<file path="src/sv/pwc_pkg.sv">
// Package for the clamped-term PID block: widths, register indexes and
// reset values shared by the interfaces and the serial arithmetic units.
// No dependencies.
package pwc_pkg;

   localparam int DATA_W    = 32;
   localparam int BOUND_W   = 31;
   localparam int TIMEOUT_W = 16;

   // serial shift-add multiplier, one multiplier bit per cycle
   localparam int MUL_W     = DATA_W + 1;
   localparam int PROD_W    = 2 * MUL_W;
   localparam int MUL_CNT_W = $clog2(MUL_W);
   localparam int N_MUL     = 3;

   // serial restoring divider, one quotient bit per cycle
   localparam int DIV_N_W   = 64;
   localparam int DIV_D_W   = 32;
   localparam int DIV_CNT_W = $clog2(DIV_N_W);

   // integral update and output sum widths
   localparam int ACC_W  = DATA_W + 3;
   localparam int TERM_W = DIV_N_W - 16;
   localparam int SUM_W  = TERM_W + 2;

   localparam logic [MUL_W-1:0]     MS_PER_S_MUL = MUL_W'(1000);
   localparam logic [DIV_D_W-1:0]   MS_PER_S_DIV = DIV_D_W'(1000);
   localparam logic [BOUND_W-1:0]   BOUND_RESET   = {BOUND_W{1'b1}};
   localparam logic [TIMEOUT_W-1:0] TIMEOUT_RESET = TIMEOUT_W'(1000);

   localparam int CSR_ADDR_W = 5;
   localparam int CSR_IDX_W  = CSR_ADDR_W - 2;

   typedef enum logic [CSR_IDX_W-1:0] {
      CSR_P_GAIN  = 3'd0,
      CSR_I_GAIN  = 3'd1,
      CSR_D_GAIN  = 3'd2,
      CSR_I_BOUND = 3'd3,
      CSR_D_BOUND = 3'd4,
      CSR_TIMEOUT = 3'd5
   } csr_index_type;

endpackage

</file>
<file path="src/sv/pwc_if.sv">
// Handshake channels of the clamped-term PID block: request and response.
// Depends on pwc_pkg.
interface pwc_req_if import pwc_pkg::*; ();
   logic                     valid;
   logic                     ready;
   logic signed [DATA_W-1:0] error_in;
   logic        [DATA_W-1:0] time_ms;
   logic signed [DATA_W-1:0] feed_forward;

   modport source (output valid, error_in, time_ms, feed_forward, input ready);
   modport sink   (input valid, error_in, time_ms, feed_forward, output ready);
endinterface

interface pwc_rsp_if import pwc_pkg::*; ();
   logic                     valid;
   logic                     ready;
   logic signed [DATA_W-1:0] ctrl_out;
   logic                     timed_out;

   modport source (output valid, ctrl_out, timed_out, input ready);
   modport sink   (input valid, ctrl_out, timed_out, output ready);
endinterface

</file>
<file path="src/sv/pwc_ser_mul.sv">
// Bit-serial unsigned shift-add multiplier, one multiplier bit per cycle.
// Depends on pwc_pkg.
module pwc_ser_mul import pwc_pkg::*; (
   input  logic              clock,
   input  logic              reset,
   input  logic              start,
   input  logic [MUL_W-1:0]  mcand,
   input  logic [MUL_W-1:0]  mplier,
   output logic              done,
   output logic [PROD_W-1:0] product
);

   logic                 busy_ff, busy_in;
   logic [MUL_CNT_W-1:0] cnt_ff, cnt_in;
   logic [MUL_W-1:0]     mcand_ff, mcand_in;
   logic [PROD_W-1:0]    prod_ff, prod_in;
   logic [MUL_W:0]       part;

   assign done    = busy_ff && (cnt_ff == MUL_CNT_W'(MUL_W - 1));
   assign product = prod_ff;

   always_comb begin
      // upper half accumulates, lower half shifts the multiplier out
      part     = {1'b0, prod_ff[PROD_W-1:MUL_W]}
               + ({(MUL_W+1){prod_ff[0]}} & {1'b0, mcand_ff});
      busy_in  = busy_ff;
      cnt_in   = cnt_ff;
      mcand_in = mcand_ff;
      prod_in  = prod_ff;
      if (start) begin
         busy_in  = 1'b1;
         cnt_in   = '0;
         mcand_in = mcand;
         prod_in  = {{MUL_W{1'b0}}, mplier};
      end else if (busy_ff) begin
         prod_in = {part, prod_ff[MUL_W-1:1]};
         cnt_in  = cnt_ff + MUL_CNT_W'(1);
         if (done) begin
            busy_in = 1'b0;
         end
      end
   end

   always_ff @(posedge clock) begin
      if (reset) begin
         busy_ff <= 1'b0;
         cnt_ff  <= '0;
      end else begin
         busy_ff <= busy_in;
         cnt_ff  <= cnt_in;
      end
   end

   always_ff @(posedge clock) begin
      mcand_ff <= mcand_in;
      prod_ff  <= prod_in;
   end

endmodule

</file>
<file path="src/sv/pwc_ser_div.sv">
// Bit-serial restoring divider, one quotient bit per cycle, MSB first.
// Depends on pwc_pkg.
module pwc_ser_div import pwc_pkg::*; (
   input  logic               clock,
   input  logic               reset,
   input  logic               start,
   input  logic [DIV_N_W-1:0] dividend,
   input  logic [DIV_D_W-1:0] divisor,
   output logic               done,
   output logic [DIV_N_W-1:0] quotient
);

   logic                 busy_ff, busy_in;
   logic [DIV_CNT_W-1:0] cnt_ff, cnt_in;
   logic [DIV_D_W-1:0]   dvs_ff, dvs_in;
   logic [DIV_D_W-1:0]   rem_ff, rem_in;
   logic [DIV_N_W-1:0]   quo_ff, quo_in;
   logic [DIV_D_W+1:0]   trial;

   assign done     = busy_ff && (cnt_ff == DIV_CNT_W'(DIV_N_W - 1));
   assign quotient = quo_ff;

   always_comb begin
      // quo_ff shifts dividend bits out at the top and quotient bits in below
      trial   = {1'b0, rem_ff, quo_ff[DIV_N_W-1]} - {2'b00, dvs_ff};
      busy_in = busy_ff;
      cnt_in  = cnt_ff;
      dvs_in  = dvs_ff;
      rem_in  = rem_ff;
      quo_in  = quo_ff;
      if (start) begin
         busy_in = 1'b1;
         cnt_in  = '0;
         dvs_in  = divisor;
         rem_in  = '0;
         quo_in  = dividend;
      end else if (busy_ff) begin
         cnt_in = cnt_ff + DIV_CNT_W'(1);
         if (!trial[DIV_D_W+1]) begin
            rem_in = trial[DIV_D_W-1:0];
            quo_in = {quo_ff[DIV_N_W-2:0], 1'b1};
         end else begin
            rem_in = {rem_ff[DIV_D_W-2:0], quo_ff[DIV_N_W-1]};
            quo_in = {quo_ff[DIV_N_W-2:0], 1'b0};
         end
         if (done) begin
            busy_in = 1'b0;
         end
      end
   end

   always_ff @(posedge clock) begin
      if (reset) begin
         busy_ff <= 1'b0;
         cnt_ff  <= '0;
      end else begin
         busy_ff <= busy_in;
         cnt_ff  <= cnt_in;
      end
   end

   always_ff @(posedge clock) begin
      dvs_ff <= dvs_in;
      rem_ff <= rem_in;
      quo_ff <= quo_in;
   end

endmodule

</file>
<file path="src/sv/pid_with_clamped_terms.sv">
// Channel    Dir  Payload                                 Handshake
// req_port   in   error_in, time_ms, feed_forward         valid/ready
// rsp_port   out  ctrl_out, timed_out                     valid/ready
// csr_*      in   p/i/d gains, bounds, timeout (APB)      psel/penable, pready=1
//
// An item goes from acceptance to the output register through two 33-step
// serial multiplier passes, a 64-step serial divider pass and eight further
// steps. One item is worked on at a time; the next is taken the cycle after
// the previous result has moved to the output register. The output register
// holds a result while rsp ready is low. Synchronous reset restores register
// defaults and clears state.
// Depends on pwc_pkg, pwc_if, pwc_ser_mul and pwc_ser_div.
module pid_with_clamped_terms import pwc_pkg::*; (
   input  logic                  clock,
   input  logic                  reset,
   pwc_req_if.sink               req_port,
   pwc_rsp_if.source             rsp_port,
   input  logic                  csr_psel,
   input  logic                  csr_penable,
   input  logic                  csr_pwrite,
   input  logic [CSR_ADDR_W-1:0] csr_paddr,
   input  logic [DATA_W-1:0]     csr_pwdata,
   output logic [DATA_W-1:0]     csr_prdata,
   output logic                  csr_pready
);

   typedef enum logic [11:0] {
      S_IDLE  = 12'b0000_0000_0001,
      S_PREP  = 12'b0000_0000_0010,
      S_START = 12'b0000_0000_0100,
      S_MUL1  = 12'b0000_0000_1000,
      S_DIVST = 12'b0000_0001_0000,
      S_DIV   = 12'b0000_0010_0000,
      S_UPD   = 12'b0000_0100_0000,
      S_GAIN  = 12'b0000_1000_0000,
      S_MUL2  = 12'b0001_0000_0000,
      S_NEG   = 12'b0010_0000_0000,
      S_ADD   = 12'b0100_0000_0000,
      S_SUM   = 12'b1000_0000_0000
   } state_type;

   function automatic logic [DATA_W-1:0] abs32(input logic [DATA_W-1:0] x);
      abs32 = x[DATA_W-1] ? (~x + DATA_W'(1)) : x;
   endfunction

   state_type state_ff, state_in;

   // configuration
   logic signed [DATA_W-1:0]    p_gain_ff, i_gain_ff, d_gain_ff;
   logic        [BOUND_W-1:0]   ibound_ff, dbound_ff;
   logic        [TIMEOUT_W-1:0] timeout_ff;
   logic                        csr_wr;
   csr_index_type               csr_idx;

   // controller state
   logic signed [DATA_W-1:0] integ_ff, integ_in;
   logic signed [DATA_W-1:0] prev_err_ff, prev_err_in;
   logic        [DATA_W-1:0] last_time_ff;

   // per-item working registers
   logic signed [DATA_W-1:0] err_ff;
   logic signed [DATA_W-1:0] ffwd_ff, ffwd_in;
   logic        [DATA_W-1:0] dt_ff;
   logic                     tout_ff, tout_in;
   logic                     dt_zero_ff, dt_zero_in;
   logic signed [DATA_W:0]   diff_ff, diff_in;
   logic signed [DATA_W-1:0] deriv_ff, deriv_in;
   logic [N_MUL-1:0]         neg_ff, neg_in;
   logic [TERM_W-1:0]        term_ff[N_MUL];
   logic [TERM_W-1:0]        term_in[N_MUL];
   logic [DIV_N_W-1:0]       sprod[N_MUL];
   logic [SUM_W-1:0]         s01_ff, s2f_ff, s01_in, s2f_in;
   logic [SUM_W-1:0]         total;
   logic                     ovf;

   // output register
   logic                     out_valid_ff, out_valid_in;
   logic signed [DATA_W-1:0] out_force_ff, out_force_in;
   logic                     out_tout_ff, out_tout_in;
   logic                     out_free, req_acc;

   // serial units
   logic [N_MUL-1:0]  mul_start, mul_done;
   logic [MUL_W-1:0]  mul_a[N_MUL];
   logic [MUL_W-1:0]  mul_b[N_MUL];
   logic [PROD_W-1:0] mul_p[N_MUL];
   logic              div_start;
   logic [1:0]        div_done;
   logic [DIV_N_W-1:0] div_q0, div_q1;

   // integral and derivative update
   logic                     q_big;
   logic signed [ACC_W-1:0]  integ_ext, q_ext, acc_sum, bound_ext;
   logic signed [ACC_W-1:0]  acc_clamp;
   logic [BOUND_W-1:0]       dmag;
   logic [DATA_W-1:0]        err_mag, diff_mag_lo;
   logic [MUL_W-1:0]         diff_mag;

   // ---------------- configuration port ----------------
   assign csr_pready = 1'b1;
   assign csr_wr     = csr_psel && csr_penable && csr_pwrite && csr_pready;
   assign csr_idx    = csr_index_type'(csr_paddr[CSR_ADDR_W-1:2]);

   always_comb begin
      unique case (csr_idx)
         CSR_P_GAIN:  csr_prdata = p_gain_ff;
         CSR_I_GAIN:  csr_prdata = i_gain_ff;
         CSR_D_GAIN:  csr_prdata = d_gain_ff;
         CSR_I_BOUND: csr_prdata = {1'b0, ibound_ff};
         CSR_D_BOUND: csr_prdata = {1'b0, dbound_ff};
         CSR_TIMEOUT: csr_prdata = {{(DATA_W-TIMEOUT_W){1'b0}}, timeout_ff};
         default:     csr_prdata = '0;
      endcase
   end

   always_ff @(posedge clock) begin
      if (reset) begin
         p_gain_ff  <= '0;
         i_gain_ff  <= '0;
         d_gain_ff  <= '0;
         ibound_ff  <= BOUND_RESET;
         dbound_ff  <= BOUND_RESET;
         timeout_ff <= TIMEOUT_RESET;
      end else if (csr_wr) begin
         unique case (csr_idx)
            CSR_P_GAIN:  p_gain_ff  <= csr_pwdata;
            CSR_I_GAIN:  i_gain_ff  <= csr_pwdata;
            CSR_D_GAIN:  d_gain_ff  <= csr_pwdata;
            CSR_I_BOUND: ibound_ff  <= csr_pwdata[BOUND_W-1:0];
            CSR_D_BOUND: dbound_ff  <= csr_pwdata[BOUND_W-1:0];
            CSR_TIMEOUT: timeout_ff <= csr_pwdata[TIMEOUT_W-1:0];
            default: ;
         endcase
      end
   end

   // ---------------- handshakes ----------------
   assign req_port.ready = (state_ff == S_IDLE);
   assign req_acc        = req_port.valid && req_port.ready;
   assign out_free       = !out_valid_ff || rsp_port.ready;

   assign rsp_port.valid     = out_valid_ff;
   assign rsp_port.ctrl_out  = out_force_ff;
   assign rsp_port.timed_out = out_tout_ff;

   // ---------------- sequencer ----------------
   always_comb begin
      state_in = state_ff;
      unique case (state_ff)
         S_IDLE:  if (req_acc) state_in = S_PREP;
         S_PREP:  state_in = S_START;
         S_START: state_in = S_MUL1;
         S_MUL1:  if (mul_done[0] && mul_done[1]) state_in = S_DIVST;
         S_DIVST: state_in = S_DIV;
         S_DIV:   if (&div_done) state_in = S_UPD;
         S_UPD:   state_in = S_GAIN;
         S_GAIN:  state_in = S_MUL2;
         S_MUL2:  if (&mul_done) state_in = S_NEG;
         S_NEG:   state_in = S_ADD;
         S_ADD:   state_in = S_SUM;
         S_SUM:   if (out_free) state_in = S_IDLE;
         default: state_in = S_IDLE;
      endcase
   end

   // ---------------- serial units ----------------
   assign err_mag     = abs32(err_ff);
   assign diff_mag_lo = diff_ff[DATA_W] ? (~diff_ff[DATA_W-1:0] + DATA_W'(1))
                                        : diff_ff[DATA_W-1:0];
   // magnitude of a 33-bit difference reaches 2^32 only at the most negative value
   assign diff_mag    = {diff_ff[DATA_W] && (diff_ff[DATA_W-1:0] == '0), diff_mag_lo};

   always_comb begin
      mul_start = '0;
      mul_a[0]  = {1'b0, abs32(p_gain_ff)};
      mul_b[0]  = {1'b0, err_mag};
      mul_a[1]  = {1'b0, abs32(i_gain_ff)};
      mul_b[1]  = {1'b0, abs32(integ_ff)};
      mul_a[2]  = {1'b0, abs32(d_gain_ff)};
      mul_b[2]  = {1'b0, abs32(deriv_ff)};
      if (state_ff == S_START) begin
         mul_start[0] = 1'b1;
         mul_start[1] = 1'b1;
         mul_a[0]     = {1'b0, err_mag};
         mul_b[0]     = {1'b0, dt_ff};
         mul_a[1]     = diff_mag;
         mul_b[1]     = MS_PER_S_MUL;
      end else if (state_ff == S_GAIN) begin
         mul_start = '1;
      end
   end

   for (genvar k = 0; k < N_MUL; k++) begin : g_mul
      pwc_ser_mul u_mul (
         .clock   (clock),
         .reset   (reset),
         .start   (mul_start[k]),
         .mcand   (mul_a[k]),
         .mplier  (mul_b[k]),
         .done    (mul_done[k]),
         .product (mul_p[k])
      );
   end

   assign div_start = (state_ff == S_DIVST);

   // |error| * elapsed / 1000
   pwc_ser_div u_div_int (
      .clock    (clock),
      .reset    (reset),
      .start    (div_start),
      .dividend (mul_p[0][DIV_N_W-1:0]),
      .divisor  (MS_PER_S_DIV),
      .done     (div_done[0]),
      .quotient (div_q0)
   );

   // |difference| * 1000 / elapsed
   pwc_ser_div u_div_der (
      .clock    (clock),
      .reset    (reset),
      .start    (div_start),
      .dividend (mul_p[1][DIV_N_W-1:0]),
      .divisor  (dt_ff),
      .done     (div_done[1]),
      .quotient (div_q1)
   );

   // ---------------- integral and derivative ----------------
   always_comb begin
      q_big     = |div_q0[DIV_N_W-1:DATA_W+1];
      integ_ext = {{(ACC_W-DATA_W){integ_ff[DATA_W-1]}}, integ_ff};
      q_ext     = {{(ACC_W-DATA_W-1){1'b0}}, div_q0[DATA_W:0]};
      bound_ext = {{(ACC_W-BOUND_W){1'b0}}, ibound_ff};
      acc_sum   = err_ff[DATA_W-1] ? (integ_ext - q_ext) : (integ_ext + q_ext);
      priority if (q_big) begin
         acc_clamp = err_ff[DATA_W-1] ? -bound_ext : bound_ext;
      end else if (acc_sum > bound_ext) begin
         acc_clamp = bound_ext;
      end else if (acc_sum < -bound_ext) begin
         acc_clamp = -bound_ext;
      end else begin
         acc_clamp = acc_sum;
      end

      // zero elapsed time saturates the derivative by the sign of the difference
      priority if (dt_zero_ff) begin
         dmag = (diff_ff != '0) ? dbound_ff : '0;
      end else if ((|div_q1[DIV_N_W-1:BOUND_W]) || (div_q1[BOUND_W-1:0] > dbound_ff)) begin
         dmag = dbound_ff;
      end else begin
         dmag = div_q1[BOUND_W-1:0];
      end
      deriv_in = diff_ff[DATA_W] ? -$signed({1'b0, dmag}) : $signed({1'b0, dmag});
   end

   // ---------------- state and working registers ----------------
   always_comb begin
      integ_in    = integ_ff;
      prev_err_in = prev_err_ff;
      ffwd_in     = ffwd_ff;
      tout_in     = tout_ff;
      dt_zero_in  = dt_zero_ff;
      diff_in     = diff_ff;
      neg_in      = neg_ff;
      if (state_ff == S_PREP) begin
         tout_in    = dt_ff > DATA_W'(timeout_ff);
         dt_zero_in = (dt_ff == '0);
         diff_in    = {err_ff[DATA_W-1], err_ff}
                    - (tout_in ? '0 : {prev_err_ff[DATA_W-1], prev_err_ff});
         if (tout_in) begin
            integ_in    = '0;
            prev_err_in = '0;
            ffwd_in     = '0;
         end
      end else if (state_ff == S_UPD) begin
         integ_in    = acc_clamp[DATA_W-1:0];
         prev_err_in = err_ff;
      end else if (state_ff == S_GAIN) begin
         neg_in[0] = p_gain_ff[DATA_W-1] ^ err_ff[DATA_W-1];
         neg_in[1] = i_gain_ff[DATA_W-1] ^ integ_ff[DATA_W-1];
         neg_in[2] = d_gain_ff[DATA_W-1] ^ deriv_ff[DATA_W-1];
      end
   end

   // signed products shifted right by 16: the upper bits are the floor
   always_comb begin
      for (int k = 0; k < N_MUL; k++) begin
         sprod[k]   = neg_ff[k] ? (~mul_p[k][DIV_N_W-1:0] + DIV_N_W'(1))
                                : mul_p[k][DIV_N_W-1:0];
         term_in[k] = sprod[k][DIV_N_W-1:16];
      end
      s01_in = {{(SUM_W-TERM_W){term_ff[0][TERM_W-1]}}, term_ff[0]}
             + {{(SUM_W-TERM_W){term_ff[1][TERM_W-1]}}, term_ff[1]};
      s2f_in = {{(SUM_W-TERM_W){term_ff[2][TERM_W-1]}}, term_ff[2]}
             + {{(SUM_W-DATA_W){ffwd_ff[DATA_W-1]}}, ffwd_ff};
      total  = s01_ff + s2f_ff;
      ovf    = !((&total[SUM_W-1:DATA_W-1]) || !(|total[SUM_W-1:DATA_W-1]));
   end

   always_comb begin
      out_valid_in = out_valid_ff;
      out_force_in = out_force_ff;
      out_tout_in  = out_tout_ff;
      if (rsp_port.valid && rsp_port.ready) begin
         out_valid_in = 1'b0;
      end
      if ((state_ff == S_SUM) && out_free) begin
         out_valid_in = 1'b1;
         out_tout_in  = tout_ff;
         if (ovf) begin
            out_force_in = total[SUM_W-1] ? {1'b1, {(DATA_W-1){1'b0}}}
                                          : {1'b0, {(DATA_W-1){1'b1}}};
         end else begin
            out_force_in = total[DATA_W-1:0];
         end
      end
   end

   always_ff @(posedge clock) begin
      if (reset) begin
         state_ff     <= S_IDLE;
         integ_ff     <= '0;
         prev_err_ff  <= '0;
         last_time_ff <= '0;
         out_valid_ff <= 1'b0;
      end else begin
         state_ff     <= state_in;
         integ_ff     <= integ_in;
         prev_err_ff  <= prev_err_in;
         out_valid_ff <= out_valid_in;
         if (req_acc) begin
            last_time_ff <= req_port.time_ms;
         end
      end
   end

   always_ff @(posedge clock) begin
      if (req_acc) begin
         err_ff  <= req_port.error_in;
         ffwd_ff <= req_port.feed_forward;
         dt_ff   <= req_port.time_ms - last_time_ff;
      end else begin
         ffwd_ff <= ffwd_in;
      end
      tout_ff    <= tout_in;
      dt_zero_ff <= dt_zero_in;
      diff_ff    <= diff_in;
      neg_ff     <= neg_in;
      if (state_ff == S_UPD) begin
         deriv_ff <= deriv_in;
      end
      if (state_ff == S_NEG) begin
         for (int k = 0; k < N_MUL; k++) begin
            term_ff[k] <= term_in[k];
         end
      end
      if (state_ff == S_ADD) begin
         s01_ff <= s01_in;
         s2f_ff <= s2f_in;
      end
      out_force_ff <= out_force_in;
      out_tout_ff  <= out_tout_in;
   end

   // ---------------- assertions ----------------
   a_mul_lockstep: assert property (@(posedge clock) disable iff (reset)
      (state_ff == S_MUL1) |-> (mul_done[0] == mul_done[1]))
      else $error("multipliers out of step");

   a_div_lockstep: assert property (@(posedge clock) disable iff (reset)
      (state_ff == S_DIV) |-> (div_done[0] == div_done[1]))
      else $error("dividers out of step");

   a_timeout_clear: assert property (@(posedge clock) disable iff (reset)
      ((state_ff == S_START) && tout_ff) |-> ((integ_ff == '0) && (prev_err_ff == '0)))
      else $error("timeout did not clear controller state");

   a_integ_bound: assert property (@(posedge clock) disable iff (reset)
      (state_ff == S_GAIN) |-> ((integ_ff <= $signed({1'b0, ibound_ff}))
                                && (integ_ff >= -$signed({1'b0, ibound_ff}))))
      else $error("integral outside its bound");

   a_deriv_bound: assert property (@(posedge clock) disable iff (reset)
      (state_ff == S_GAIN) |-> ((deriv_ff <= $signed({1'b0, dbound_ff}))
                                && (deriv_ff >= -$signed({1'b0, dbound_ff}))))
      else $error("derivative outside its bound");

   a_accept_time: assert property (@(posedge clock) disable iff (reset)
      req_acc |=> ((state_ff == S_PREP) && (last_time_ff == $past(req_port.time_ms))))
      else $error("timestamp not captured on accept");

endmodule
</file>
<file path="src/flat_wrapper.sv">
// flat-port wrapper written by rule: the top's interface ports become plain ports
module pid_with_clamped_terms_flat import pwc_pkg::*;
  (clock, reset, csr_psel, csr_penable, csr_pwrite, csr_paddr, csr_pwdata, csr_prdata, csr_pready, req_port_valid, req_port_error_in, req_port_time_ms, req_port_feed_forward, req_port_ready, rsp_port_valid, rsp_port_ctrl_out, rsp_port_timed_out, rsp_port_ready);
  pwc_req_if req_port_i ();
  pwc_rsp_if rsp_port_i ();
  input  logic clock;
  input  logic reset;
  input  logic csr_psel;
  input  logic csr_penable;
  input  logic csr_pwrite;
  input  logic [CSR_ADDR_W-1:0] csr_paddr;
  input  logic [DATA_W-1:0] csr_pwdata;
  output logic [DATA_W-1:0] csr_prdata;
  output logic csr_pready;
  input wire logic [$bits(req_port_i.valid)-1:0] req_port_valid;
  input wire logic [$bits(req_port_i.error_in)-1:0] req_port_error_in;
  input wire logic [$bits(req_port_i.time_ms)-1:0] req_port_time_ms;
  input wire logic [$bits(req_port_i.feed_forward)-1:0] req_port_feed_forward;
  output wire logic [$bits(req_port_i.ready)-1:0] req_port_ready;
  output wire logic [$bits(rsp_port_i.valid)-1:0] rsp_port_valid;
  output wire logic [$bits(rsp_port_i.ctrl_out)-1:0] rsp_port_ctrl_out;
  output wire logic [$bits(rsp_port_i.timed_out)-1:0] rsp_port_timed_out;
  input wire logic [$bits(rsp_port_i.ready)-1:0] rsp_port_ready;
  assign req_port_i.valid = req_port_valid;
  assign req_port_i.error_in = req_port_error_in;
  assign req_port_i.time_ms = req_port_time_ms;
  assign req_port_i.feed_forward = req_port_feed_forward;
  assign req_port_ready = req_port_i.ready;
  assign rsp_port_valid = rsp_port_i.valid;
  assign rsp_port_ctrl_out = rsp_port_i.ctrl_out;
  assign rsp_port_timed_out = rsp_port_i.timed_out;
  assign rsp_port_i.ready = rsp_port_ready;
  pid_with_clamped_terms u_core (.clock(clock), .reset(reset), .req_port(req_port_i), .rsp_port(rsp_port_i), .csr_psel(csr_psel), .csr_penable(csr_penable), .csr_pwrite(csr_pwrite), .csr_paddr(csr_paddr), .csr_pwdata(csr_pwdata), .csr_prdata(csr_prdata), .csr_pready(csr_pready));
endmodule
</file>
<file path="config.mk">
export PLATFORM = sky130hd
export DESIGN_NAME = pid_with_clamped_terms_flat
export DESIGN_NICKNAME = d
export VERILOG_FILES = /design/src/sv/pwc_pkg.sv /design/src/sv/pwc_if.sv /design/src/sv/pwc_ser_mul.sv /design/src/sv/pwc_ser_div.sv /design/src/sv/pid_with_clamped_terms.sv /design/src/flat_wrapper.sv
export SDC_FILE = /design/constraint.sdc
export NUM_CORES = 2
export LEC_CHECK = 0
export BUFFER_PORTS_ARGS = -buffer_cell sky130_fd_sc_hd__buf_4
export CAP_MARGIN = 20
export CORE_MARGIN = 4
export CORE_UTILIZATION = 58
export DETAILED_ROUTE_END_ITERATION = 10
export PLACE_DENSITY = 0.78
export RECOVER_POWER = 50
export SLEW_MARGIN = 10
export SYNTH_ARGS = -nofsm -noshare
export SYNTH_HDL_FRONTEND = slang
export SYNTH_SLANG_ARGS = --single-unit
</file>
<file path="constraint.sdc">
create_clock -name clock -period 6.2 [get_ports clock]
set_clock_uncertainty 0.05 [all_clocks]
set_input_delay 0.31 -clock clock [delete_from_list [all_inputs] [get_ports clock]]
set_output_delay 0.31 -clock clock [all_outputs]
set_load 0.01 [all_outputs]
</file>
# --- Word level (Yosys, flattened, before mapping) ---
# Memories as Yosys holds them, arrays and structs flattened.
# Index checks and enable logic that the tools add are counted.
word_totals:
  reg_bits: 1137
  in_bits: 140
  out_inout_bits: 68
  mem_count: 1
  mem_bits_rw: 144
  wordCells: 254
op_classes:
  add_sub_neg: 29
  order_cmp: 4
  mux: 74
  eq_ne: 28
  reduce_logical: 50
  bitwise: 18
mem_list:
  columns: ["name", "depth", "word_bits", "read_ports", "rd_ports_with_merged_regs", "write_ports", "line_no", "source"]
  rows:
  - ["u_core.term_ff", 3, 48, 3, 0, 3, "pid_with_clamped_terms.sv:69", "logic [TERM_W-1:0] term_ff[N_MUL];"]
op_table:
  columns: ["op", "n"]
  rows:
  - ["32-bit 2-to-1 mux", 23]
  - ["64-bit 2-to-1 mux", 7]
  - ["32-bit by 1-bit adder with 32-bit output (second input constant)", 7]
  - ["32-bit NOT", 7]
  - ["64-bit by 1-bit adder with 64-bit output (second input constant)", 3]
  - ["64-bit NOT", 3]
  - ["32-bit one-hot mux with 6 select lines", 1]
  - ["33-bit 2-to-1 mux", 5]
  - ["31-bit 2-to-1 mux", 5]
  - ["12-bit one-hot mux with 12 select lines", 1]
  - ["65-bit 2-to-1 mux", 2]
  - ["33-bit by 34-bit adder with 34-bit output", 3]
  - ["34-bit by 33-bit bitwise AND with 34-bit output", 2]
  - ["32-bit zero test", 2]
  - ["12-bit 2-to-1 mux", 5]
  - ["50-bit adder", 1]
  - ["48-bit by 32-bit adder with 49-bit output", 1]
  - ["48-bit by 48-bit adder with 49-bit output", 1]
  - ["32-bit by 34-bit adder with 35-bit output", 1]
  - ["35-bit by 32-bit greater-than comparator with 1-bit output", 1]
  - ["35-bit < comparator", 1]
  - ["35-bit 2-to-1 mux", 1]
  - ["31-bit negation with 35-bit output", 1]
  - ["32-bit by 34-bit subtractor with 35-bit output", 1]
  - ["other kinds (46)", 118]

# --- Depth between registers and ports, before layout ---
depth:
  ltp_word: 8
  mapped_depth: 33
  ltp_nobuf: 31

# --- Cells and area by module ---
# Synthesis repeated with hierarchy kept, for this count alone.
unflattened:
  hier_cells: 8828
  hier_area_um2: 83537.6
modules_own_cells:
  columns: ["module", "seq_area_each_um2", "area_each_um2", "n_inst", "cells_per_inst"]
  rows:
  - ["pid_with_clamped_terms", 18908.1, 51629.5, 1, 5922]
  - ["pwc_ser_div", 3663.5, 7164.4, 2, 637]
  - ["pwc_ser_mul at u_core.g_mul[2].u_mul", 2782.7, 5886.9, 1, 531]
  - ["pwc_ser_mul at u_core.g_mul[0].u_mul", 2782.7, 5849.4, 1, 550]
  - ["pwc_ser_mul at u_core.g_mul[1].u_mul", 2782.7, 5843.1, 1, 551]

# --- Worst setup path after synthesis ---
# OpenSTA, ideal clock, no wires.
synth_timing:
  kind: "register -> register"
  start: "reg u_core.u_div_int.quo_ff[0] (netlist: u_core.u_div_int.quotient[0])"
  end: "reg u_core.integ_ff[29]"
  path_slack_ps: -323
  path_buffers: 2
  required_time_ps: 6026
  t_arrival_ps: 6349
  period_less_slack_ps: 6523
  setup_ps: 124
  stages_incl_launch_ff: 31
  path_cell_list: "edfxtp_1 > or4_1 > nor3_1 > and2_0 > nor2_1 > xnor2_1 > ha_1 > and3_1 > nand2_1 > a2111oi_0 > o21a_1 > o21ai_0 > nand2b_1 > nor2b_1 > a31oi_1 > xnor2_1 > ha_1 > a21o_1 > a21o_1 > a21o_1 > a21oi_1 > o21ai_0 > nand3b_1 > o2111ai_1 > nor4_1 > o21a_1 > clkbuf_1 > o211ai_1 > clkbuf_1 > o221ai_1 > o21ai_0"
synth_between:
  elab_chain_len: 8
  word_cells_on_any_way: 10
  classes_between: "2 x add/sub; 2 x order compare; 6 x mux"
synth_lines:
  columns: ["element", "line_no", "source"]
  rows:
  - ["start: declaration", "pwc_ser_div.sv:17", "logic [DIV_N_W-1:0] quo_ff, quo_in;"]
  - ["start signal: assignment", "pwc_ser_div.sv:65", "quo_ff <= quo_in;"]
  - ["32-bit by 34-bit adder with 35-bit output or 32-bit by 34-bit subtractor with 35-bit output (tied branches)", "pid_with_clamped_terms.sv:235", "acc_sum = err_ff[DATA_W-1] ? (integ_ext - q_ext) : (integ_ext + q_ext);"]
  - ["35-bit 2-to-1 mux *", "pid_with_clamped_terms.sv:235", null]
  - ["35-bit < comparator", "pid_with_clamped_terms.sv:240", "end else if (acc_sum < -bound_ext) begin"]
  - ["32-bit 2-to-1 mux", "pid_with_clamped_terms.sv:240", null]
  - ["32-bit 2-to-1 mux *", "pid_with_clamped_terms.sv:238", "end else if (acc_sum > bound_ext) begin"]
  - ["32-bit 2-to-1 mux *", "pid_with_clamped_terms.sv:236", "priority if (q_big) begin"]
  - ["32-bit 2-to-1 mux *", "pid_with_clamped_terms.sv:276", "end else if (state_ff == S_UPD) begin"]
  - ["32-bit 2-to-1 mux *", "pid_with_clamped_terms.sv:266", "if (state_ff == S_PREP) begin"]
  - ["end signal: assignment", "pid_with_clamped_terms.sv:329", "integ_ff <= integ_in;"]
  - ["end: declaration", "pid_with_clamped_terms.sv:56", "logic signed [DATA_W-1:0] integ_ff, integ_in;"]
# Mark *: on every way between the ends. The rest lies on a longest branch, timed or not. The select of a mux whose other input is x is not followed.
# A chain may end at the register's enable or synchronous reset.

# --- Final worst setup path ---
layout_timing:
  start: "reg u_core.u_div_int.quo_ff[1] (netlist: u_core.u_div_int.quotient[1])"
  end: "reg u_core.integ_ff[0]"
# Same word-level chain as after synthesis.

==> reports/results.ini <==
[run_status]
status = finished with violations
violations = capacitance limit, slew limit, setup timing

[global_route]
overflow = 0
grt_max_degree = 134
grt_pass1_wl_um = 395000
grt_pass1_vias = 65200
antenna_found_initial = 15
grt_util_all_layers = 0.367

[timing]
final_max_slew_viol_count = 213
finalSetupViolCount = 32
hold_ws_ns = 0.0516
fin_crit_ns = 6.53
max-slew-margin-rel = -0.758
finalCritPeriodShare = 1.05
fmax_ghz = 0.153
rsz0062_at_grt = true
worst_pin_slew_ns = 2.64
final_hold_viol_count = 0
setup_slack_ns = -0.334

[logic_synthesis]
synth_edf_count = 796
ys_types = 84
syn_area_per_cell_um2 = 9.21
synth.area.top_cells = edfxtp_1 30%, dfxtp_1 12%, ha_1 7.9%, xnor2_1 6.1%, nand2_1 5.7%
netlist.area_leader.share = 0.304
synth-seq-area-share = 0.427
ys.flop_type = edfxtp_1
syn-num-nets = 9179
synth_most_common_cell = nand2_1
ys_seq_elements = 1278
synthCells = 8531
synthArstFlopShare = 0
synth_warnings = 0
synth_top_area_cell = edfxtp_1
synth_common_cells = 1197 x nand2_1, 796 x edfxtp_1, 637 x a21oi_1
synth_area_mm2 = 0.0786

[floorplanning]
die_w_um = 376
pin_count = 208
placementRows = 134
initial_utilization = 0.586
die_y_um = 376
core_mm2 = 0.134
die_area_mm2 = 0.141

[route]
wl_per_cell_um = 24.5
top_layer = met5
wl_met2_um = 117000
vias_per_cell = 6.31
wl_met3_um = 28100
drt_iter0_drc = 7908
wl_um = 268000
wl_met1_um = 101000
vias = 68900
firstDrtPassIters = 6
drc = 0
ant_nets = 0

[layout]
drive_above_1_share = 0.112
syn2layout_area_growth_pct = 15.7
fin_area_mm2 = 0.0910
fin_util = 0.678
fin_nets = 9680

[power]
p_total_w = 0.0240
power.leakage_nw = 36.2
p_per_area_mw_per_mm2 = 263
ir_drop_uv = 252

[setup_path]
cp-start-kind = flop
critPathKind = reg -> reg
cp.arrival_ns = 7.19
critPathMostFrequentCell = buf_4
cp-end-kind = flop
cpMaxStageDelayCell = edfxtp_1
required_ns = 6.86
crit_fanout = 4
reg2reg_slack_ns = -0.33
critPathMaxStageDelay_ns = 0.43

[place]
hpwl_um = 204000
dpl_worst_slack_ns = -0.825
placed_cell_area_mm2 = 0.0838
gp_congestion = 1.06
io_buffer_count = 204

[clocking]
clkSlewWorstSetupHoldPaths_ns = 0.06
cts_buffer_depth = 3
worstSkewPairLatency_ns = 0.79
clockRootBuffer = clkbuf_16
htree_levels = 4
numCtsBuffers = 142
cts_tree = yes
cts_num_sinks = 1278

[worst_hold_path]
hold_path_class = in -> reg

[run]
cap_violations = 6

-- sequential cells by signal, summed over array words and instances, names as in the netlist, 33 cells and up --
signal                       flops
u_core.g_mul.u_mul.product     198
u_core.term_ff                 144
u_core.g_mul.u_mul.mcand_ff     97
u_core.u_div_der.quotient       64
u_core.u_div_int.quotient       64
u_core.s01_ff                   49
u_core.s2f_ff                   49
u_core.diff_ff                  33
-- cells by family after synthesis --
| kind of cell | count (synthesis) | share of synthesized area |
|---|---|---|
| compound gates | 2121 | 0.170 |
| xor+xnor | 789 | 0.0879 |
| fa+ha+maj | 509 | 0.0819 |
| buf+inv | 709 | 0.0339 |
| flops | 1278 | 0.427 |
| mux | 142 | 0.0210 |
| other cells | 1 | 0.0000477 |
| simple gates | 2982 | 0.179 |
-- through the flow --
| step | setup TNS [ns] | cells |
|---|---|---|
| 2_1_floorplan | 0 | 8531 |
| 3_3_place_gp | -19.58 | 10500 |
| 3_5_place_dp | -25.12 | 10500 |
| 4_1_cts | -0.315 | 10900 |
| 5_1_grt | -14.54 | 10900 |
| 6_report | -8.43 | 10900 |
-- cell type report --
cell class / count / area [um^2]
Antenna cell: 8 / 20.0
Clock buffer: 188 / 3900
Clock inverter: 74 / 762
Fill cell: 10500 / 43200
Inverter: 346 / 1320
Multi-Input combinational cell: 6544 / 43300
Sequential cell: 1278 / 33600
Tap cell: 1768 / 2210
Timing Repair Buffer: 720 / 5860
-- placed cells by master, fill, tap and decap left out, types with 45 or more instances in the layout --
master	count
a211o_1	87
a21oi_1	618
nor2_1	611
nand4_1	81
and3_1	99
nand2_1	1191
nand3_1	152
a211oi_1	73
buf_4	479
or4_1	52
xnor2_1	533
mux2i_1	111
clkbuf_16	148
nor3_1	151
o21a_1	69
o31ai_1	115
nand2b_1	97
a21o_1	211
inv_1	339
ha_1	488
dfxtp_1	478
o21ai_0	488
a22oi_1	45
xor2_1	243
edfxtp_1	796
or3_1	87
clkbuf_1	78
dlygate4sd3_1	129
and2_1	115
nor4_1	76
nor2b_1	73
-- power breakdown --
part	switching, W	internal [W]
clock network	0.00361	0.00493
logic	0.00279	0.00213
registers	0.000865	0.00963
total	0.00726	0.0167
-- metal layers --
metal,GRT usage,vias up
li1,-,31800
met1,0.457,32700
met2,0.572,3594
met3,0.0860,855
met4,0.239,4
met5,0.00858,-
-- worst max-delay path, delay by kind of cell (launching register included) --
kind                       cells  cell delay, ns
xor gates and xnor gates       2            0.43
adders and majority gates      3            0.78
DFF                            1            0.43
AOI/OAI and AO/OA             11            1.66
buffers and inverters          6            0.93
and+or+nand+nor               11            2.19
-- path summary, 6_finish.rpt --
check,cells after the start,to,startpoint
worst min register to register,0,u_core.rsp_port.timed_out,u_core.tout_ff
worst max register to register,33,u_core.integ_ff[0],u_core.u_div_int.quotient[1]
worst max-delay path,33,u_core.integ_ff[0],u_core.u_div_int.quotient[1]
worst min-delay path,2,u_core.ffwd_ff[6],req_port_valid
-- timing repair --
item	4_1_cts	5_1_grt
gates cloned	4	1
pin swaps	93	53
gates resized for setup	157	68
hold endpoints to repair	298	0
hold buffers	129	0
endpoints found under the setup margin	32	45
setup buffers	28	16
No activity file was read; power rests on OpenSTA's default activity.
